$ cat src/hdl/frx_pkg.sv
// shared types, constants and the crc-8 step function for the frame receiver
// no dependencies; used by every frx module and by the top level
`default_nettype none

package frx_pkg;

  localparam int COUNTER_WIDTH_DEF = 32;

  localparam int BYTE_W      = 8;
  localparam int CFG_INDEX_W = 2;
  localparam int STAT_W      = 32;

  localparam logic [CFG_INDEX_W-1:0] CFG_START_BYTE = 2'd0;
  localparam logic [CFG_INDEX_W-1:0] CFG_END_BYTE   = 2'd1;
  localparam logic [CFG_INDEX_W-1:0] CFG_MAX_LENGTH = 2'd2;

  localparam logic [BYTE_W-1:0] START_BYTE_RST = 8'h02;
  localparam logic [BYTE_W-1:0] END_BYTE_RST   = 8'h03;
  localparam logic [BYTE_W-1:0] MAX_LENGTH_RST = 8'hFF;

  localparam logic [BYTE_W-1:0] CRC_POLY = 8'h31;
  localparam logic [BYTE_W-1:0] CRC_INIT = 8'h00;

  typedef enum logic [4:0] {
    PH_IDLE    = 5'b00001,
    PH_LEN     = 5'b00010,
    PH_PAYLOAD = 5'b00100,
    PH_CRC     = 5'b01000,
    PH_END     = 5'b10000
  } frx_phase_t;

  typedef enum logic [2:0] {
    EV_NONE = 3'd0,
    EV_GOOD = 3'd1,
    EV_CRC  = 3'd2,
    EV_LEN  = 3'd3,
    EV_END  = 3'd4
  } frx_event_t;

  typedef struct packed {
    logic [BYTE_W-1:0] start_byte;
    logic [BYTE_W-1:0] end_byte;
    logic [BYTE_W-1:0] max_length;
  } frx_cfg_t;

  typedef struct packed {
    logic [BYTE_W-1:0] payload_byte;
    logic              payload_valid;
    frx_event_t        frame_event;
    logic [BYTE_W-1:0] frame_length;
    logic [STAT_W-1:0] good_frames;
    logic [STAT_W-1:0] crc_errors;
  } frx_result_t;

  // msb-first crc-8, one byte per call
  function automatic logic [BYTE_W-1:0] crc8_update(input logic [BYTE_W-1:0] crc,
                                                    input logic [BYTE_W-1:0] b);
    logic [BYTE_W-1:0] c;
    c = crc ^ b;
    for (int k = 0; k < BYTE_W; k++) begin
      if (c[BYTE_W-1]) begin
        c = {c[BYTE_W-2:0], 1'b0} ^ CRC_POLY;
      end else begin
        c = {c[BYTE_W-2:0], 1'b0};
      end
    end
    return c;
  endfunction

endpackage

`default_nettype wire

$ cat src/hdl/frx_in_stage.sv
// input register of the frame receiver: holds one received byte
// depends on frx_pkg for the byte width
`default_nettype none

module frx_in_stage (
  input  wire logic                      clk,
  input  wire logic                      rst,
  input  wire logic                      item_valid,
  output logic                           item_stall,
  input  wire logic [frx_pkg::BYTE_W-1:0] rx_byte,
  input  wire logic                      down_ready,
  output logic                           held_valid,
  output logic [frx_pkg::BYTE_W-1:0]     held_byte,
  output logic                           advance
);

  logic take;

  assign advance    = held_valid && down_ready;
  assign item_stall = held_valid && !down_ready;
  assign take       = item_valid && !item_stall;

  always_ff @(posedge clk) begin
    if (rst) begin
      held_valid <= 1'b0;
    end else if (take) begin
      held_valid <= 1'b1;
    end else if (advance) begin
      held_valid <= 1'b0;
    end
  end

  always_ff @(posedge clk) begin
    if (take) begin
      held_byte <= rx_byte;
    end
  end

endmodule

`default_nettype wire

$ cat src/hdl/frx_parser.sv
// frame parser: phase, length, crc and counter state plus the per-byte result
// depends on frx_pkg for types, codes and the crc-8 function
`default_nettype none

module frx_parser #(
  parameter int COUNTER_WIDTH = frx_pkg::COUNTER_WIDTH_DEF
) (
  input  wire logic                      clk,
  input  wire logic                      rst,
  input  wire logic                      step,
  input  wire logic [frx_pkg::BYTE_W-1:0] b,
  input  wire frx_pkg::frx_cfg_t         cfg,
  output frx_pkg::frx_result_t           result
);

  frx_pkg::frx_phase_t          phase, phase_next;
  logic [frx_pkg::BYTE_W-1:0]   bytes_taken, bytes_taken_next;
  logic [frx_pkg::BYTE_W-1:0]   expected_length, expected_length_next;
  logic [frx_pkg::BYTE_W-1:0]   running_crc, running_crc_next;
  logic [COUNTER_WIDTH-1:0]     good_cnt, good_cnt_next;
  logic [COUNTER_WIDTH-1:0]     crc_cnt, crc_cnt_next;
  logic [frx_pkg::BYTE_W-1:0]   taken_inc;

  assign taken_inc = bytes_taken + 8'd1;

  always_comb begin
    phase_next           = phase;
    bytes_taken_next     = bytes_taken;
    expected_length_next = expected_length;
    running_crc_next     = running_crc;
    good_cnt_next        = good_cnt;
    crc_cnt_next         = crc_cnt;
    result.payload_byte  = '0;
    result.payload_valid = 1'b0;
    result.frame_event   = frx_pkg::EV_NONE;
    result.frame_length  = '0;
    unique case (phase)
      frx_pkg::PH_IDLE: begin
        if (b == cfg.start_byte) begin
          phase_next       = frx_pkg::PH_LEN;
          bytes_taken_next = '0;
          running_crc_next = frx_pkg::CRC_INIT;
        end
      end
      frx_pkg::PH_LEN: begin
        expected_length_next = b;
        bytes_taken_next     = '0;
        running_crc_next     = frx_pkg::CRC_INIT;
        if (b == '0 || b > cfg.max_length) begin
          result.frame_event  = frx_pkg::EV_LEN;
          result.frame_length = b;
          phase_next          = frx_pkg::PH_IDLE;
        end else begin
          phase_next = frx_pkg::PH_PAYLOAD;
        end
      end
      frx_pkg::PH_PAYLOAD: begin
        result.payload_byte  = b;
        result.payload_valid = 1'b1;
        running_crc_next     = frx_pkg::crc8_update(running_crc, b);
        bytes_taken_next     = taken_inc;
        if (taken_inc >= expected_length) begin
          phase_next = frx_pkg::PH_CRC;
        end
      end
      frx_pkg::PH_CRC: begin
        if (b == running_crc) begin
          phase_next = frx_pkg::PH_END;
        end else begin
          crc_cnt_next        = crc_cnt + 1'b1;
          result.frame_event  = frx_pkg::EV_CRC;
          result.frame_length = expected_length;
          phase_next          = frx_pkg::PH_IDLE;
        end
      end
      frx_pkg::PH_END: begin
        if (b == cfg.end_byte) begin
          good_cnt_next      = good_cnt + 1'b1;
          result.frame_event = frx_pkg::EV_GOOD;
        end else begin
          result.frame_event = frx_pkg::EV_END;
        end
        result.frame_length = expected_length;
        phase_next          = frx_pkg::PH_IDLE;
      end
      default: begin
        phase_next       = frx_pkg::PH_IDLE;
        bytes_taken_next = '0;
        running_crc_next = frx_pkg::CRC_INIT;
      end
    endcase
    result.good_frames = frx_pkg::STAT_W'(good_cnt_next);
    result.crc_errors  = frx_pkg::STAT_W'(crc_cnt_next);
  end

  always_ff @(posedge clk) begin
    if (rst) begin
      phase           <= frx_pkg::PH_IDLE;
      bytes_taken     <= '0;
      expected_length <= '0;
      running_crc     <= frx_pkg::CRC_INIT;
      good_cnt        <= '0;
      crc_cnt         <= '0;
    end else if (step) begin
      phase           <= phase_next;
      bytes_taken     <= bytes_taken_next;
      expected_length <= expected_length_next;
      running_crc     <= running_crc_next;
      good_cnt        <= good_cnt_next;
      crc_cnt         <= crc_cnt_next;
    end
  end

  a_good_count_steps: assert property (@(posedge clk) disable iff (rst)
    step && result.frame_event == frx_pkg::EV_GOOD |=> good_cnt == $past(good_cnt) + 1'b1)
    else $error("good frame counter did not advance on a good frame");

  a_counts_hold: assert property (@(posedge clk) disable iff (rst)
    !step |=> $stable(good_cnt) && $stable(crc_cnt) && $stable(phase))
    else $error("parser state changed without a request");

  a_payload_len_nonzero: assert property (@(posedge clk) disable iff (rst)
    phase == frx_pkg::PH_PAYLOAD |-> expected_length != '0)
    else $error("payload phase with zero frame length");

  a_crc_err_to_idle: assert property (@(posedge clk) disable iff (rst)
    step && result.frame_event == frx_pkg::EV_CRC
      |=> phase == frx_pkg::PH_IDLE && crc_cnt == $past(crc_cnt) + 1'b1)
    else $error("crc error not followed by idle and count");

endmodule

`default_nettype wire

$ cat src/hdl/frx_out_stage.sv
// result register of the frame receiver with valid and stall toward the sink
// depends on frx_pkg for the result struct
`default_nettype none

module frx_out_stage (
  input  wire logic                 clk,
  input  wire logic                 rst,
  input  wire logic                 load,
  input  wire frx_pkg::frx_result_t result_in,
  output logic                      ready,
  output logic                      result_valid,
  input  wire logic                 result_stall,
  output frx_pkg::frx_result_t      result_q
);

  assign ready = !result_valid || !result_stall;

  always_ff @(posedge clk) begin
    if (rst) begin
      result_valid <= 1'b0;
    end else if (ready) begin
      result_valid <= load;
    end
  end

  always_ff @(posedge clk) begin
    if (ready && load) begin
      result_q <= result_in;
    end
  end

endmodule

`default_nettype wire

$ cat src/hdl/stx_len_crc8_etx_frame_receiver.sv
// Frame receiver for start/length/payload/crc-8/end framed byte streams.
// One received byte is taken per cycle while item_stall is low and gives one result: the byte
// is held in an input register, parsed by combinational logic (phase, length check,
// crc-8 with polynomial 0x31, counters) and captured in a result register. A stall
// from the result side reaches item_stall in the same cycle once the input register
// is occupied. Configuration writes through cfg_write/cfg_index/cfg_data take effect
// from the next parsed byte; indexes beyond the register list are ignored.
// Depends on frx_pkg, frx_in_stage, frx_parser and frx_out_stage.
`default_nettype none

module stx_len_crc8_etx_frame_receiver #(
  parameter int COUNTER_WIDTH = frx_pkg::COUNTER_WIDTH_DEF
) (
  input  wire logic                           clk,
  input  wire logic                           rst,
  input  wire logic                           item_valid,
  output logic                                item_stall,
  input  wire logic [frx_pkg::BYTE_W-1:0]     rx_byte,
  input  wire logic                           cfg_write,
  input  wire logic [frx_pkg::CFG_INDEX_W-1:0] cfg_index,
  input  wire logic [frx_pkg::BYTE_W-1:0]     cfg_data,
  output logic                                result_valid,
  input  wire logic                           result_stall,
  output logic [frx_pkg::BYTE_W-1:0]          payload_byte,
  output logic                                payload_valid,
  output logic [2:0]                          frame_event,
  output logic [frx_pkg::BYTE_W-1:0]          frame_length,
  output logic [frx_pkg::STAT_W-1:0]          good_frames,
  output logic [frx_pkg::STAT_W-1:0]          crc_errors
);

  frx_pkg::frx_cfg_t            cfg;
  frx_pkg::frx_result_t         parse_result;
  frx_pkg::frx_result_t         result_q;
  logic                         held_valid;
  logic [frx_pkg::BYTE_W-1:0]   held_byte;
  logic                         advance;
  logic                         out_ready;

  always_ff @(posedge clk) begin
    if (rst) begin
      cfg.start_byte <= frx_pkg::START_BYTE_RST;
      cfg.end_byte   <= frx_pkg::END_BYTE_RST;
      cfg.max_length <= frx_pkg::MAX_LENGTH_RST;
    end else if (cfg_write) begin
      unique case (cfg_index)
        frx_pkg::CFG_START_BYTE: cfg.start_byte <= cfg_data;
        frx_pkg::CFG_END_BYTE:   cfg.end_byte   <= cfg_data;
        frx_pkg::CFG_MAX_LENGTH: cfg.max_length <= cfg_data;
        default: ;
      endcase
    end
  end

  frx_in_stage u_in (
    .clk        (clk),
    .rst        (rst),
    .item_valid (item_valid),
    .item_stall (item_stall),
    .rx_byte    (rx_byte),
    .down_ready (out_ready),
    .held_valid (held_valid),
    .held_byte  (held_byte),
    .advance    (advance)
  );

  frx_parser #(
    .COUNTER_WIDTH (COUNTER_WIDTH)
  ) u_parser (
    .clk    (clk),
    .rst    (rst),
    .step   (advance),
    .b      (held_byte),
    .cfg    (cfg),
    .result (parse_result)
  );

  frx_out_stage u_out (
    .clk          (clk),
    .rst          (rst),
    .load         (held_valid),
    .result_in    (parse_result),
    .ready        (out_ready),
    .result_valid (result_valid),
    .result_stall (result_stall),
    .result_q     (result_q)
  );

  assign payload_byte  = result_q.payload_byte;
  assign payload_valid = result_q.payload_valid;
  assign frame_event   = result_q.frame_event;
  assign frame_length  = result_q.frame_length;
  assign good_frames   = result_q.good_frames;
  assign crc_errors    = result_q.crc_errors;

endmodule

`default_nettype wire

$ cat config.mk
export PLATFORM = sky130hd
export DESIGN_NAME = stx_len_crc8_etx_frame_receiver
export DESIGN_NICKNAME = d
export VERILOG_FILES = /design/src/hdl/frx_pkg.sv /design/src/hdl/frx_in_stage.sv /design/src/hdl/frx_parser.sv /design/src/hdl/frx_out_stage.sv /design/src/hdl/stx_len_crc8_etx_frame_receiver.sv
export SDC_FILE = /design/constraint.sdc
export NUM_CORES = 1
export LEC_CHECK = 0
export ABC_AREA = 1
export ABC_CLOCK_PERIOD_IN_PS = 10300
export BUFFER_PORTS_ARGS = -buffer_cell sky130_fd_sc_hd__buf_4
export CORE_AREA = 4 4 181 183
export DETAILED_ROUTE_END_ITERATION = 6
export DIE_AREA = 0 0 185 187
export GPL_TIMING_DRIVEN = 1
export PLACE_DENSITY_LB_ADDON = 0.1
export SYNTH_ARGS = -nofsm -noshare
export SYNTH_HDL_FRONTEND = slang
export SYNTH_SLANG_ARGS = --single-unit
$ cat constraint.sdc
create_clock -name clk -period 10.3 [get_ports clk]
set_input_delay 0.515 -clock clk [delete_from_list [all_inputs] [get_ports clk]]
set_output_delay 0.515 -clock clk [all_outputs]
set_load 0.005 [all_outputs]
==> flow_metrics.py <==
metrics = {
    "logic_synthesis": {
        "synth_nets": 1459,
        "postSynthAreaPerCell_um2": 7.568,
        "synthArstFlopShare_pct": 0,
        "ys.flop_type": "sky130_fd_sc_hd__dfxtp_1",
        "post_synth_inst_count": 1417,
        "yosys_cell_types": 41,
        "syn-cell-area_um2": 10720,
        "synth_seq_area_share_pct": 47.98,
        "synth_enable_flop_cells": 92,
        "seq_cells_post_synth": 211,
        "synth-warning-count": 0,
    },
    "timing": {
        "post-route-min-period_ps": 2617,
        "finalHoldViolCount": 0,
        "final.setup.tns_ps": 0,
        "slew-limit-headroom_pct": 31.28,
        "layout_worst_path_cycle_share_pct": 25.41,
        "hold_slack_ps": 165.0,
        "slew_viol_final": 0,
        "timing.fmax_mhz": 382.1,
        "grt_setup_unrepaired": "no",
        "clock-skew-final_ps": 10.85,
        "worstMarginPinSlew_ps": 1027,
        "finalSetupViolCount": 0,
    },
    "global_routing": {
        "global_route.usage.met3_pct": 2.334,
        "met1_usage_pct": 22.11,
        "global_route_wire_length_before_repair_um": 45060,
        "grt_start_max_net_pins": 89,
        "grt.met2_usage_pct": 25.02,
        "globalRouteOverflowTotal": 0,
        "grt_pass1_vias": 8685,
        "top_usage_layer": "met2",
        "global_route.usage.total_pct": 15.77,
        "grt_antenna_before_repair": 0,
    },
    "worst_hold_path": {
        "timing.hold.worst_path_depth": 1,
        "hold_end": "u_in.held_byte[7]",
        "min_from": "rx_byte[7]",
        "min-delay-path-class": "in -> reg",
    },
    "routing": {
        "drt_first_pass_iters": 5,
        "totalWireLength_um": 27570,
        "detailedRoute.firstIterationViolations": 533,
        "post-route-drc-count": 0,
        "drt-vias-per-instance": 4.687,
        "via_count": 9060,
        "wl_per_cell_um": 14.26,
        "drt.antenna.violating_nets": 0,
    },
    "clock_network": {
        "insertion_delay_ps": 520,
        "cts_buf_count": 25,
        "cts_resized": 0,
        "post-cts-setup-buffer-count": 0,
        "postCtsHoldBufs": 0,
        "cts_tree": "yes",
        "numClockSinks": 211,
        "max-clock-path-buffers": 3,
        "cts.htree.levels": 1,
        "clk_pin_slew_ps": 60,
        "cts.root.buffer_cell": "sky130_fd_sc_hd__clkbuf_16",
    },
    "floorplan": {
        "ios": 109,
        "die_w_um": 185,
        "initial_utilization_pct": 34.34,
        "die-area_um2": 34600,
        "rows": 65,
        "core_area_um2": 31230,
        "die_y_um": 187,
    },
    "critical_path": {
        "r2r_setup_slack_ps": 7680,
        "regToRegStartpoint": "u_parser.bytes_taken[2]",
        "r2r_end": "u_parser.phase[2]",
        "timing_worst_setup_path_type": "reg -> reg",
        "arrival_ps": 3070,
        "critPathLaunchType": "flip-flop",
        "worst_setup_path_end_kind": "flip-flop",
        "critical_path_data_required_time_ps": 10750,
        "timing.reg2reg.worst_path_depth": 12,
        "critical_path_fanout_max": 5,
    },
    "power": {
        "total_leakage_power_nw": 5.769,
        "pwr_density_cell_nw_per_um2": 165.4,
        "peakVddDrop_v": 0.0001190,
    },
    "finish": {
        "drive_above_1_share_pct": 12.41,
        "finish.net_count": 1554,
        "flow.area_growth_from_synthesis_pct": 18.89,
        "diodes": 0,
    },
    "placed_design": {
        "finalWeightedCongestion": 0.7926,
        "dp_hpwl_um": 18970,
        "port_buffers": 108,
    },
    "run": {
        "max-cap-violations": 0,
    },
    "run_status": {
        "status": "completed",
    },
}
kinds of logic after synthesis:
family                     synth area share, %
and+or+nand+nor                          26.69
xor gates and xnor gates                 2.672
buffers and inverters                    10.16
DFF                                      47.98
adders and majority gates                2.217
AOI/OAI and AO/OA                        10.28
cell usage after synthesis, types with 2 or more instances:
master / number / area share [%]
sky130_fd_sc_hd__o21ai_1: 47 / 2.2
sky130_fd_sc_hd__nand3_1: 99 / 4.6
sky130_fd_sc_hd__buf_1: 4 / 0.14
sky130_fd_sc_hd__nand3_2: 2 / 0.19
sky130_fd_sc_hd__nor2_1: 102 / 3.6
sky130_fd_sc_hd__inv_2: 9 / 0.31
sky130_fd_sc_hd__nand4_1: 15 / 0.88
sky130_fd_sc_hd__buf_4: 3 / 0.21
sky130_fd_sc_hd__o211ai_1: 7 / 0.49
sky130_fd_sc_hd__nor4_1: 7 / 0.41
sky130_fd_sc_hd__nor3_1: 11 / 0.51
sky130_fd_sc_hd__nor2_2: 8 / 0.47
sky130_fd_sc_hd__o22ai_1: 7 / 0.41
sky130_fd_sc_hd__o21ai_2: 2 / 0.16
sky130_fd_sc_hd__clkbuf_1: 26 / 0.91
sky130_fd_sc_hd__inv_1: 218 / 7.6
sky130_fd_sc_hd__ha_1: 19 / 2.2
sky130_fd_sc_hd__dfxtp_1: 119 / 22
sky130_fd_sc_hd__nand3b_1: 4 / 0.28
sky130_fd_sc_hd__xnor2_1: 16 / 1.3
sky130_fd_sc_hd__buf_2: 5 / 0.23
sky130_fd_sc_hd__edfxtp_1: 92 / 26
sky130_fd_sc_hd__nand2_2: 3 / 0.18
sky130_fd_sc_hd__xor2_1: 13 / 1.1
sky130_fd_sc_hd__nand2_1: 407 / 14
sky130_fd_sc_hd__o21ai_0: 47 / 2.2
sky130_fd_sc_hd__buf_6: 6 / 0.63
sky130_fd_sc_hd__nor2_4: 5 / 0.52
sky130_fd_sc_hd__a21oi_1: 102 / 4.8
worst max-delay path, cell delays in order (launching register included):
cell and delay (ps):
sky130_fd_sc_hd__dfxtp_1 390, sky130_fd_sc_hd__nand3_1 140, sky130_fd_sc_hd__nand3b_1 230, sky130_fd_sc_hd__nand3b_1 200
sky130_fd_sc_hd__xor2_1 140, sky130_fd_sc_hd__inv_1 70, sky130_fd_sc_hd__ha_1 290, sky130_fd_sc_hd__a21oi_1 150
sky130_fd_sc_hd__o21a_1 150, sky130_fd_sc_hd__nand3_1 170, sky130_fd_sc_hd__o21ai_1 380, sky130_fd_sc_hd__nand2_1 90
sky130_fd_sc_hd__a21oi_1 150
routing by layer:
metal / wire length [µm] / part of all wire, % / vias to the layer above
li1: - / - / 4736
met4: 783 / 2.8 / 0
met5: 0 / 0 / -
met3: 1364 / 4.9 / 49
met1: 13470 / 49 / 4072
met2: 11950 / 43 / 203
layout make-up:
type	count	area, µm²
clock buffer	32	671.9
clock inverter	14	235.2
fill	3221	18480
inverter	228	857.1
multi-input combinational	933	4489
sequential	211	5145
tap	402	503.0
timing repair buffer	113	848.3
placed cells by master (no fill, tap or decap), types with 2 or more instances in the layout:
master | netlist | routed
sky130_fd_sc_hd__clkinv_2 | 1 | 3
sky130_fd_sc_hd__clkbuf_8 | 0 | 2
sky130_fd_sc_hd__clkbuf_1 | 26 | 5
sky130_fd_sc_hd__bufinv_16 | 0 | 6
sky130_fd_sc_hd__nand3_1 | 99 | 99
sky130_fd_sc_hd__edfxtp_1 | 92 | 92
sky130_fd_sc_hd__xor2_1 | 13 | 13
sky130_fd_sc_hd__o21ai_2 | 2 | 2
sky130_fd_sc_hd__nand4_1 | 15 | 15
sky130_fd_sc_hd__a21oi_1 | 102 | 102
sky130_fd_sc_hd__ha_1 | 19 | 19
sky130_fd_sc_hd__nor3_1 | 11 | 11
sky130_fd_sc_hd__clkinvlp_4 | 0 | 2
sky130_fd_sc_hd__nand2_1 | 407 | 407
sky130_fd_sc_hd__nor2_4 | 5 | 5
sky130_fd_sc_hd__inv_1 | 218 | 218
sky130_fd_sc_hd__o22ai_1 | 7 | 7
sky130_fd_sc_hd__nand3_2 | 2 | 2
sky130_fd_sc_hd__nor2_2 | 8 | 8
sky130_fd_sc_hd__o21ai_1 | 47 | 47
sky130_fd_sc_hd__xnor2_1 | 16 | 16
sky130_fd_sc_hd__nand2_2 | 3 | 3
sky130_fd_sc_hd__nor2_1 | 102 | 102
sky130_fd_sc_hd__dfxtp_1 | 119 | 119
sky130_fd_sc_hd__clkinv_4 | 0 | 2
sky130_fd_sc_hd__nand3b_1 | 4 | 4
sky130_fd_sc_hd__inv_2 | 9 | 9
sky130_fd_sc_hd__o21ai_0 | 47 | 47
sky130_fd_sc_hd__o211ai_1 | 7 | 7
sky130_fd_sc_hd__buf_4 | 3 | 113
sky130_fd_sc_hd__nor4_1 | 7 | 7
sky130_fd_sc_hd__clkbuf_16 | 0 | 25
per-stage QoR:
stage / utilization, % / cell area (µm²) / setup slack, ps / total power, mW / cells
5_1_grt: 40.83 / 12750 / 7366 / 2.211 / 1933
3_5_place_dp: 37.92 / 11840 / 7592 / 1.158 / 1887
2_1_floorplan: - / 10720 / 6507 / 1.084 / 1417
4_1_cts: 40.83 / 12750 / 7694 / 2.143 / 1933
6_report: 40.83 / 12750 / 7683 / 2.108 / 1933
3_3_place_gp: 37.92 / 11840 / 7633 / 1.154 / 1887
power by group:
part           switching, mW  internal (mW)
Sequential            0.0327          0.921
Combinational          0.114         0.0703
Clock                  0.358          0.612
sequential cells by signal, indices dropped and copies added (netlist names):
signal	flops
u_parser.phase	5
u_parser.good_cnt	32
u_parser.bytes_taken	8
u_parser.running_crc	8
u_in.held_byte	8
u_out.result_valid	1
u_parser.crc_cnt	32
cfg	24
u_in.held_valid	1
u_parser.expected_length	8
u_out.result_q	84
how the worst max path moves through the flow:
stage                            startpoint              endpoint  slack (ps)
floorplan                      result_stall     u_out.result_q[0]        6510
global placement               result_stall     u_out.result_q[9]        7630
detailed placement             result_stall  u_parser.good_cnt[9]        7590
CTS                 u_parser.bytes_taken[2]     u_parser.phase[2]        7690
global route        u_parser.bytes_taken[0]     u_parser.phase[4]        7370
finish              u_parser.bytes_taken[2]     u_parser.phase[2]        7680
(Power assumes the default switching activity.)
